**config.mk**
```make
export PLATFORM = sky130hd
export DESIGN_NAME = sample_statistics_unit
export DESIGN_NICKNAME = d
export VERILOG_FILES = /design/src/hw/rtl/ssu_pkg.sv /design/src/hw/rtl/sample_statistics_unit.sv
export VERILOG_INCLUDE_DIRS = /design/src /design/src/hw/rtl
export SDC_FILE = /design/constraint.sdc
export NUM_CORES = 2
export LEC_CHECK = 0
export BUFFER_PORTS_ARGS = -buffer_cell sky130_fd_sc_hd__buf_2
export CAP_MARGIN = 10
export CORE_UTILIZATION = 35
export CTS_CLUSTER_SIZE = 24
export DETAILED_ROUTE_END_ITERATION = 6
export PLACE_DENSITY = 0.52
export SYNTH_ARGS = -nofsm -noshare
export SYNTH_HDL_FRONTEND = slang
export SYNTH_SLANG_ARGS = --single-unit
```
**constraint.sdc**
```tcl
create_clock -name i_clk -period 9.05 [get_ports i_clk]
set_input_delay 1.81 -clock i_clk [delete_from_list [all_inputs] [get_ports i_clk]]
set_output_delay 1.81 -clock i_clk [all_outputs]
set_load 0.03 [all_outputs]
```
**src/hw/rtl/sample_statistics_unit_assert.svh**
```systemverilog
// ============================================================================
// sample_statistics_unit_assert.svh
// Assertion macros for the sample statistics unit. Each macro expects i_clk
// and i_rst_n in scope and stays silent while reset is held.
// ============================================================================
`ifndef SAMPLE_STATISTICS_UNIT_ASSERT_SVH
`define SAMPLE_STATISTICS_UNIT_ASSERT_SVH

// Consequent checked in the same cycle as the antecedent
`define SSU_CHECK_NOW(label, ante, cons, msg) \
    label: assert property (@(posedge i_clk) disable iff (!i_rst_n) (ante) |-> (cons)) \
        else $error(msg);

// Consequent checked in the cycle after the antecedent
`define SSU_CHECK_NEXT(label, ante, cons, msg) \
    label: assert property (@(posedge i_clk) disable iff (!i_rst_n) (ante) |=> (cons)) \
        else $error(msg);

`endif

```
**src/hw/rtl/ssu_pkg.sv**
```systemverilog
// ============================================================================
// ssu_pkg
// Field widths, datapath sizes and sequencer states of the sample statistics
// unit.
// ============================================================================
package ssu_pkg;

    // Set limits
    localparam int MAX_SAMPLES   = 1024;
    localparam int SAMPLE_BITS   = 16;
    localparam int FRACTION_BITS = 8;

    // Result field widths
    localparam int COUNT_W = 11;
    localparam int SUM_W   = 26;
    localparam int SQSUM_W = 41;
    localparam int MEAN_W  = 24;
    localparam int VAR_W   = 39;
    localparam int DEV_W   = 24;

    // Square of one sample, always non-negative
    localparam int SQUARE_W = 2 * SAMPLE_BITS - 1;

    // Shared adder width and iteration sizes
    localparam int DP_W   = 64;
    localparam int NUM_W  = COUNT_W + SQSUM_W - 1;          // n*sumsq - sum^2
    localparam int DIV_W  = NUM_W + 2 * FRACTION_BITS;      // dividend bits
    localparam int RAD_W  = 2 * DEV_W;                      // root radicand
    localparam int STEP_W = $clog2(DIV_W);

    typedef logic [STEP_W-1:0] t_step;

    // Post-processing sequencer
    typedef enum logic [3:0] {
        ST_IDLE,
        ST_START,
        ST_MUL_NSQ,
        ST_MUL_SS,
        ST_SUB_NUM,
        ST_MUL_DEN,
        ST_DIV_MEAN,
        ST_DIV_VAR,
        ST_SQRT,
        ST_FINISH
    } t_state;

endpackage

```
**src/hw/rtl/sample_statistics_unit.sv**
```systemverilog
// ============================================================================
// sample_statistics_unit
// Running count, sum and sum of squares over a set of signed samples; on the
// closing sample reports count, sum, mean, sample variance and deviation.
// ============================================================================
//
//  channel | valid       | stall        | payload
//  --------+-------------+--------------+--------------------------------------
//  input   | i_in_valid  | o_in_stall   | i_sample_value, i_last_sample
//  output  | o_out_valid | i_out_stall  | o_sample_count .. o_capacity_exceeded
//
//  One sample beat per cycle while a set is being accumulated.
//  After the closing beat the input stalls until the result is loaded (a set of
//  one sample skips the variance division and root): multiply, long division
//  and root all run bit by bit through one shared 64-bit add/subtract unit.
//  Synchronous active-low reset clears accumulators, sequencer and output valid.
//  A pending result is held in the output register; a new set may be taken
//  meanwhile, and only its final load waits for that register to free up.
//
module sample_statistics_unit
    import ssu_pkg::*;
(
    input  logic                     i_clk,
    input  logic                     i_rst_n,
    input  logic                     i_in_valid,
    output logic                     o_in_stall,
    input  logic signed [SAMPLE_BITS-1:0] i_sample_value,
    input  logic                     i_last_sample,
    output logic                     o_out_valid,
    input  logic                     i_out_stall,
    output logic [COUNT_W-1:0]       o_sample_count,
    output logic signed [SUM_W-1:0]  o_total_sum,
    output logic signed [MEAN_W-1:0] o_mean_q8,
    output logic [VAR_W-1:0]         o_variance_q8,
    output logic [DEV_W-1:0]         o_deviation_q8,
    output logic                     o_variance_valid,
    output logic                     o_capacity_exceeded
);

    // Accumulators
    logic [COUNT_W-1:0]  r_count;
    logic [SUM_W-1:0]    r_sum;
    logic [SQSUM_W-1:0]  r_sumsq;
    logic                r_dropped;
    logic [SQUARE_W-1:0] r_square;
    logic                r_sq_pend;

    // Sequencer and working registers
    t_state              r_state, n_state;
    t_step               r_step, n_step;
    logic [DP_W-1:0]     r_acc, n_acc;
    logic [DP_W-1:0]     r_b, n_b;
    logic [DIV_W-1:0]    r_q, n_q;
    logic [DP_W-1:0]     r_num, n_num;
    logic [DP_W-1:0]     r_den, n_den;
    logic [MEAN_W-1:0]   r_mean, n_mean;
    logic [VAR_W-1:0]    r_var, n_var;
    logic [DEV_W-1:0]    r_dev, n_dev;

    // Output side
    logic                r_out_valid;

    // Shared add/subtract unit
    logic [DP_W-1:0]     alu_a, alu_b;
    logic                alu_sub;
    logic [DP_W:0]       alu_res;
    logic [DP_W-1:0]     alu_sum;
    logic                alu_ge;

    logic                        w_in_acc, w_out_acc, w_finish_go, w_last_step;
    logic                        w_has_room, w_var_ok;
    logic signed [2*SAMPLE_BITS-1:0] w_prod;
    logic [SUM_W-1:0]            w_smag;
    logic [SQSUM_W-1:0]          w_sumsq_now;
    logic [DP_W-1:0]             w_mul_acc, w_div_rem, w_root_rem, w_root_try;
    logic [DIV_W-1:0]            w_quot;
    logic [MEAN_W-1:0]           w_mean_mag;

    // Handshakes
    assign o_in_stall  = (r_state != ST_IDLE);
    assign w_in_acc    = i_in_valid && !o_in_stall;
    assign o_out_valid = r_out_valid;
    assign w_out_acc   = r_out_valid && !i_out_stall;
    assign w_finish_go = (r_state == ST_FINISH) && (!r_out_valid || !i_out_stall);

    assign w_has_room = (r_count < COUNT_W'(MAX_SAMPLES));
    assign w_var_ok   = (r_count >= COUNT_W'(2));
    assign w_prod     = i_sample_value * i_sample_value;
    assign w_smag     = r_sum[SUM_W-1] ? (~r_sum + 1'b1) : r_sum;

    // Sum of squares with the pending square folded in
    assign w_sumsq_now = r_sq_pend ? (r_sumsq + SQSUM_W'(r_square)) : r_sumsq;

    // Accumulate; square is registered and folded in the next cycle
    always_ff @(posedge i_clk) begin
        if (!i_rst_n) begin
            r_count   <= '0;
            r_sum     <= '0;
            r_sumsq   <= '0;
            r_dropped <= 1'b0;
            r_sq_pend <= 1'b0;
        end else begin
            r_sq_pend <= 1'b0;
            r_sumsq   <= w_sumsq_now;
            if (w_in_acc) begin
                if (w_has_room) begin
                    r_count   <= r_count + 1'b1;
                    r_sum     <= r_sum + SUM_W'(i_sample_value);
                    r_sq_pend <= 1'b1;
                end else begin
                    r_dropped <= 1'b1;
                end
            end
            if (w_finish_go) begin
                r_count   <= '0;
                r_sum     <= '0;
                r_sumsq   <= '0;
                r_dropped <= 1'b0;
            end
        end
    end

    always_ff @(posedge i_clk) begin
        if (w_in_acc) begin
            r_square <= w_prod[SQUARE_W-1:0];
        end
    end

    // Step operands
    assign w_div_rem  = {r_acc[DP_W-2:0], r_q[DIV_W-1]};
    assign w_root_rem = {r_acc[DP_W-3:0], r_q[RAD_W-1 -: 2]};
    assign w_root_try = {r_b[DP_W-3:0], 2'b01};

    // Operand select for the shared unit
    always_comb begin
        alu_a   = '0;
        alu_b   = '0;
        alu_sub = 1'b0;
        unique case (r_state) inside
            ST_MUL_NSQ, ST_MUL_SS, ST_MUL_DEN: begin
                alu_a = r_acc;
                alu_b = r_b;
            end
            ST_SUB_NUM: begin
                alu_a   = r_num;
                alu_b   = r_acc;
                alu_sub = 1'b1;
            end
            ST_DIV_MEAN, ST_DIV_VAR: begin
                alu_a   = w_div_rem;
                alu_b   = r_b;
                alu_sub = 1'b1;
            end
            ST_SQRT: begin
                alu_a   = w_root_rem;
                alu_b   = w_root_try;
                alu_sub = 1'b1;
            end
            default: begin
                alu_a   = '0;
                alu_b   = '0;
                alu_sub = 1'b0;
            end
        endcase
    end

    // Carry out of a subtract means a >= b
    assign alu_res = {1'b0, alu_a} + {1'b0, (alu_sub ? ~alu_b : alu_b)}
                   + (DP_W+1)'(alu_sub);
    assign alu_sum = alu_res[DP_W-1:0];
    assign alu_ge  = alu_res[DP_W];

    assign w_last_step = (r_step == '0);
    assign w_mul_acc   = r_q[0] ? alu_sum : r_acc;
    assign w_quot      = {r_q[DIV_W-2:0], alu_ge};
    assign w_mean_mag  = w_quot[MEAN_W-1:0];

    // Sequencer: next state and working registers
    always_comb begin
        n_state = r_state;
        n_step  = r_step;
        n_acc   = r_acc;
        n_b     = r_b;
        n_q     = r_q;
        n_num   = r_num;
        n_den   = r_den;
        n_mean  = r_mean;
        n_var   = r_var;
        n_dev   = r_dev;
        unique case (r_state)
            ST_IDLE: begin
                if (w_in_acc && i_last_sample) begin
                    n_state = ST_START;
                end
            end
            // last square is folded in here; set up n * sumsq
            ST_START: begin
                n_acc   = '0;
                n_b     = DP_W'(w_sumsq_now);
                n_q     = DIV_W'(r_count);
                n_step  = t_step'(COUNT_W - 1);
                n_state = ST_MUL_NSQ;
            end
            ST_MUL_NSQ: begin
                n_acc  = w_mul_acc;
                n_b    = r_b << 1;
                n_q    = r_q >> 1;
                n_step = r_step - 1'b1;
                if (w_last_step) begin
                    n_num   = w_mul_acc;
                    n_acc   = '0;
                    n_b     = DP_W'(w_smag);
                    n_q     = DIV_W'(w_smag);
                    n_step  = t_step'(SUM_W - 1);
                    n_state = ST_MUL_SS;
                end
            end
            ST_MUL_SS: begin
                n_acc  = w_mul_acc;
                n_b    = r_b << 1;
                n_q    = r_q >> 1;
                n_step = r_step - 1'b1;
                if (w_last_step) begin
                    n_state = ST_SUB_NUM;
                end
            end
            // numerator n*sumsq - sum^2, then set up n*(n-1)
            ST_SUB_NUM: begin
                n_num   = alu_sum;
                n_acc   = '0;
                n_b     = DP_W'(r_count - 1'b1);
                n_q     = DIV_W'(r_count);
                n_step  = t_step'(COUNT_W - 1);
                n_state = ST_MUL_DEN;
            end
            ST_MUL_DEN: begin
                n_acc  = w_mul_acc;
                n_b    = r_b << 1;
                n_q    = r_q >> 1;
                n_step = r_step - 1'b1;
                if (w_last_step) begin
                    n_den   = w_mul_acc;
                    n_acc   = '0;
                    n_b     = DP_W'(r_count);
                    n_q     = DIV_W'(w_smag) << FRACTION_BITS;
                    n_step  = t_step'(DIV_W - 1);
                    n_state = ST_DIV_MEAN;
                end
            end
            // |sum| * 2^F / n, one quotient bit per cycle
            ST_DIV_MEAN: begin
                n_acc  = alu_ge ? alu_sum : w_div_rem;
                n_q    = w_quot;
                n_step = r_step - 1'b1;
                if (w_last_step) begin
                    n_mean = r_sum[SUM_W-1] ? (~w_mean_mag + 1'b1) : w_mean_mag;
                    if (w_var_ok) begin
                        n_acc   = '0;
                        n_b     = r_den;
                        n_q     = DIV_W'(r_num[NUM_W-1:0]) << (2 * FRACTION_BITS);
                        n_step  = t_step'(DIV_W - 1);
                        n_state = ST_DIV_VAR;
                    end else begin
                        n_var   = '0;
                        n_dev   = '0;
                        n_state = ST_FINISH;
                    end
                end
            end
            // variance at 2F fraction bits; the top part is the Q8 variance
            ST_DIV_VAR: begin
                n_acc  = alu_ge ? alu_sum : w_div_rem;
                n_q    = w_quot;
                n_step = r_step - 1'b1;
                if (w_last_step) begin
                    n_var   = w_quot[FRACTION_BITS +: VAR_W];
                    n_acc   = '0;
                    n_b     = '0;
                    n_q     = DIV_W'(w_quot[RAD_W-1:0]);
                    n_step  = t_step'(DEV_W - 1);
                    n_state = ST_SQRT;
                end
            end
            // restoring root, two radicand bits per cycle
            ST_SQRT: begin
                n_acc  = alu_ge ? alu_sum : w_root_rem;
                n_b    = {r_b[DP_W-2:0], alu_ge};
                n_q    = r_q << 2;
                n_step = r_step - 1'b1;
                if (w_last_step) begin
                    n_dev   = {r_b[DEV_W-2:0], alu_ge};
                    n_state = ST_FINISH;
                end
            end
            ST_FINISH: begin
                if (w_finish_go) begin
                    n_state = ST_IDLE;
                end
            end
            default: begin
                n_state = ST_IDLE;
            end
        endcase
    end

    // Sequencer control registers
    always_ff @(posedge i_clk) begin
        if (!i_rst_n) begin
            r_state <= ST_IDLE;
            r_step  <= '0;
        end else begin
            r_state <= n_state;
            r_step  <= n_step;
        end
    end

    // Working datapath registers
    always_ff @(posedge i_clk) begin
        r_acc  <= n_acc;
        r_b    <= n_b;
        r_q    <= n_q;
        r_num  <= n_num;
        r_den  <= n_den;
        r_mean <= n_mean;
        r_var  <= n_var;
        r_dev  <= n_dev;
    end

    // Output register
    always_ff @(posedge i_clk) begin
        if (!i_rst_n) begin
            r_out_valid <= 1'b0;
        end else begin
            if (w_out_acc) begin
                r_out_valid <= 1'b0;
            end
            if (w_finish_go) begin
                r_out_valid <= 1'b1;
            end
        end
    end

    always_ff @(posedge i_clk) begin
        if (w_finish_go) begin
            o_sample_count      <= r_count;
            o_total_sum         <= r_sum;
            o_mean_q8           <= r_mean;
            o_variance_q8       <= r_var;
            o_deviation_q8      <= r_dev;
            o_variance_valid    <= w_var_ok;
            o_capacity_exceeded <= r_dropped;
        end
    end

    // Checks
`include "sample_statistics_unit_assert.svh"

    `SSU_CHECK_NEXT(a_last_starts_calc, w_in_acc && i_last_sample, r_state == ST_START, "no start")
    `SSU_CHECK_NOW(a_count_bound, 1'b1, r_count <= COUNT_W'(MAX_SAMPLES), "count over capacity")
    `SSU_CHECK_NOW(a_result_from_finish, $rose(o_out_valid), $past(r_state) == ST_FINISH, "bad load")
    `SSU_CHECK_NOW(a_single_zero, o_out_valid && !o_variance_valid, o_variance_q8 == '0 && o_deviation_q8 == '0, "nonzero var")

endmodule

```
==> flow_summary_export.csv <==
group,metric,value,unit
final_layout,final_cell_mix,"edfxtp_1 (566), nand2_1 (488), a21oi_1 (461)",
synth,synth_top_area_cell,"edfxtp_1",
cts,cts_buffers,78,
timing,final-setup-viol-count,0,
global_routing,grt_max_degree,102,
final_layout,final_common_cell,"edfxtp_1",
final_layout,areaGrowthSynthToFinish,11.1,%
hold_path,worstHoldStart,"r_dev[11]",
synth,async_reset_ff_share,0,%
final_layout,drive_above_1_share,9.33,%
critical_path,reg2reg_depth,25,
timing,skew,0.0506,ns
die,dieArea,138000,um2
outcome,status,"finished with violations",
synth,netlist_top_cells_area,"edfxtp_1 (35%), fa_1 (9.9%), ha_1 (5.4%), a21oi_1 (4.8%), nand2_1 (3.9%)",
power_and_ir_drop,p_per_area,403,nW/um2
cts,path_clk_slew,0.06,ns
synth,syn-num-nets,5406,
cts,clockBufferDepth,3,
placed_design,dp_cells,6623,
drt,drtIter0Drc,4326,
critical_path,crit_arrival,8.40,ns
critical_path,r2r_end,"r_mean[20]",
timing,fin_crit_sh,88.0,%
cts,worstSkewPairLatency,0.71,ns
synth,synthFlopType,"edfxtp_1",
cts,cts_max_level,3,
timing,slew_headroom,13.0,%
timing,max_freq,126,MHz
outcome,violations,"DRC",
critical_path,path_max_fanout,41,
power_and_ir_drop,p_leak,21.9,nW
global_routing,grt_pass1_wl,240000,um
synth,synth_top_area_share,35.5,%
drt,drc_errors,2,
drt,ant_nets,0,
critical_path,crit_required,9.49,ns
synth,ys_seq_elements,658,
timing,rsz0062_at_grt,"false",
global_routing,grt_usage,22.8,%
final_layout,final_core_util,39.3,%
synth,syn_area,47900,um2
critical_path,rrSetupSlack,1.09,ns
die,boundaryPins,149,
global_routing,overflow,0,
synth,yosysWarnings,0,
placed_design,gp_congestion,0.959,
cts,postCtsSetupRepairBufs,0,
critical_path,r2r_start,"r_state[0]",
timing,slew_violations,0,
hold_path,worstHoldEndpoint,"o_deviation_q8[11]",
synth,synth_edf_count,566,
timing,worst_pin_slew,1.30,ns
hold_path,hp-class,"register to register",
die,start_util,35.3,%
drt,vias_per_cell,5.78,
placed_design,port_buffers,148,
synth,avgSynthCellArea,9.70,um2
cts,root_buffer,"clkbuf_16",
timing,timing.final.crit_period,7.96,ns
cts,hold_buffers,0,
cts,clkSinkCount,658,
drt,firstDrtPassIters,7,
final_layout,final_nets,5385,
placed_design,dp.final_hpwl,115000,um
power_and_ir_drop,peakVddDrop,0.457,mV
global_routing,first_global_vias,37377,
die,die_h,372,um
timing,final_hold_viol_count,0,
drt,routed_wl,161000,um
critical_path,startpoint_type,"register",
drt,vias,39162,
synth,synth_seq_area_share,39.3,%
die,dieWidth,372,um
final_layout,instances_no_fill,6771,
global_routing,antenna_found_initial,10,
hold_path,hold_path_depth,0,
synth,synthCells,4943,
cts,cts-resized-gates,0,
die,row_count,135,
timing,fin_setup_tns,0,ns
die,core_area,136000,um2
run,cap_violations,0,
final_layout,num-fill-cells,13495,
critical_path,path_class,"register to register",
synth,synth.distinct_cells,96,
cts,cts_tree,"done",
drt,wl_per_cell,23.8,um
critical_path,cp-end-kind,"register",
-- power by group --
part | leakage (nW) | switching, mW | internal [mW]
combinational | 14.3 | 7.51 | 4.52
sequential | 6.20 | 1.09 | 4.89
clock | 1.35 | 1.44 | 2.02
-- stage by stage --
| stage | area (um2) | worst slack (ns) | power [mW] | hold WS [ns] |
|---|---|---|---|---|
| 4_1_cts | 53200 | 1.18 | 21.5 | 0.409 |
| 3_5_place_dp | 50400 | 0.724 | 17.9 | 0.405 |
| 3_3_place_gp | 50400 | 0.808 | 17.8 | 0.402 |
| 6_report | 53300 | 1.09 | 21.5 | 0.406 |
| 5_1_grt | 53200 | 0.635 | 23.1 | 0.411 |
| 2_1_floorplan | 47900 | 1.14 | 14.3 | 0.400 |
-- per-layer routing --
metal  GRT usage (%)  share of wire, %
met3            4.12               8.1
met5               0                 0
met4            6.94               2.8
met1            32.6                45
met2            34.9                44
-- synthesized netlist by cell type (11+ instances only) --
master    count
or2_2        11
a211oi_1     23
ha_1        205
o211ai_1     21
a31oi_1      35
inv_1       447
nand4_1      27
o21bai_1     32
o21ai_0     285
dfxtp_1      92
o221ai_1     18
fa_1        237
a22o_1       54
a21o_1       76
nand2_1     492
buf_2        19
o21a_1       21
mux2_2       26
nor2b_1      30
edfxtp_1    566
a222oi_1     31
a22oi_1      70
a221o_1     106
o22a_1       19
xnor2_1     119
and2_1       94
clkbuf_1    268
nand3_1      56
nand2b_1     29
or3_1        27
o31ai_1      22
nor3_1       60
nor2_1      296
o22ai_1      32
xor2_1       75
and3_1       63
a21oi_1     463
mux2i_1     100
a211o_1      11
a221oi_1     73
nor4_1       16
buf_1        41
-- cell type report --
type                       instances  area (um2)  area share (%)
clock buffer                      93        2080            3.91
inverter                         449        1690            3.17
multi-input combinational       3502       26300            49.3
clock inverter                    51         728            1.37
tap                             1781        2230            4.18
antenna                            4        10.0          0.0188
sequential                       658       18800            35.4
timing repair buffer             233        1420            2.66
-- cells by family (layout without fill, tap and decap cells) --
kind of cell | count (synthesis) | after routing | synth area share, %
buf+inv | 783 | 826 | 6.23
mux | 126 | 126 | 2.70
simple gates | 1246 | 1246 | 12.0
fa+ha+maj | 442 | 442 | 15.3
other cells | 0 | 4 | 0
flops | 658 | 658 | 39.3
xor+xnor | 194 | 194 | 3.54
compound gates | 1494 | 1494 | 20.9
-- critical path, stage by stage (launching register included) --
cell and delay [ns]:
dfxtp_2 0.81, nand2b_1 0.22, nor2_1 0.43, buf_4 0.25, a21oi_2 0.05, nand2_2 0.41, buf_4 0.40, a221oi_1 0.15
nand2_1 0.09, o21ai_0 0.14, ha_1 0.46, a21o_1 0.20, a21oi_1 0.24, o22ai_1 0.14, a2111oi_0 0.60, a21o_1 0.41
a21oi_1 0.14, o22a_4 0.34, inv_2 0.29, ha_1 0.28, nand3b_1 0.15, nand2b_1 0.21, nand2b_1 0.22, o41ai_1 0.68
nand2_1 0.15, xor2_1 0.18
-- how the worst max path moves through the flow --
| stage | start | end | slack [ns] |
|---|---|---|---|
| after global routing | r_state[0] | r_mean[20] | 0.63 |
| after floorplan | i_sample_value[15] | r_square[30] | 1.14 |
| after CTS | r_state[0] | r_mean[20] | 1.18 |
| final | r_state[0] | r_mean[20] | 1.09 |
| after detailed placement | i_sample_value[5] | r_square[29] | 0.72 |
| after global placement | i_sample_value[5] | r_square[29] | 0.81 |
-- registers in the layout (all words and copies together), names as in the netlist, 4 cells and up --
| signal | flops |
|---|---|
| r_step | 7 |
| r_b | 64 |
| o_total_sum | 26 |
| r_state | 4 |
| o_deviation_q8 | 24 |
| r_den | 64 |
| o_sample_count | 11 |
| r_count | 11 |
| r_sum | 26 |
| o_mean_q8 | 24 |
| r_dev | 24 |
| r_acc | 64 |
| r_q | 67 |
| o_variance_q8 | 39 |
| r_sumsq | 41 |
| r_var | 39 |
| r_square | 30 |
| r_num | 64 |
| r_mean | 24 |
No activity file was read; power rests on OpenSTA's default activity.
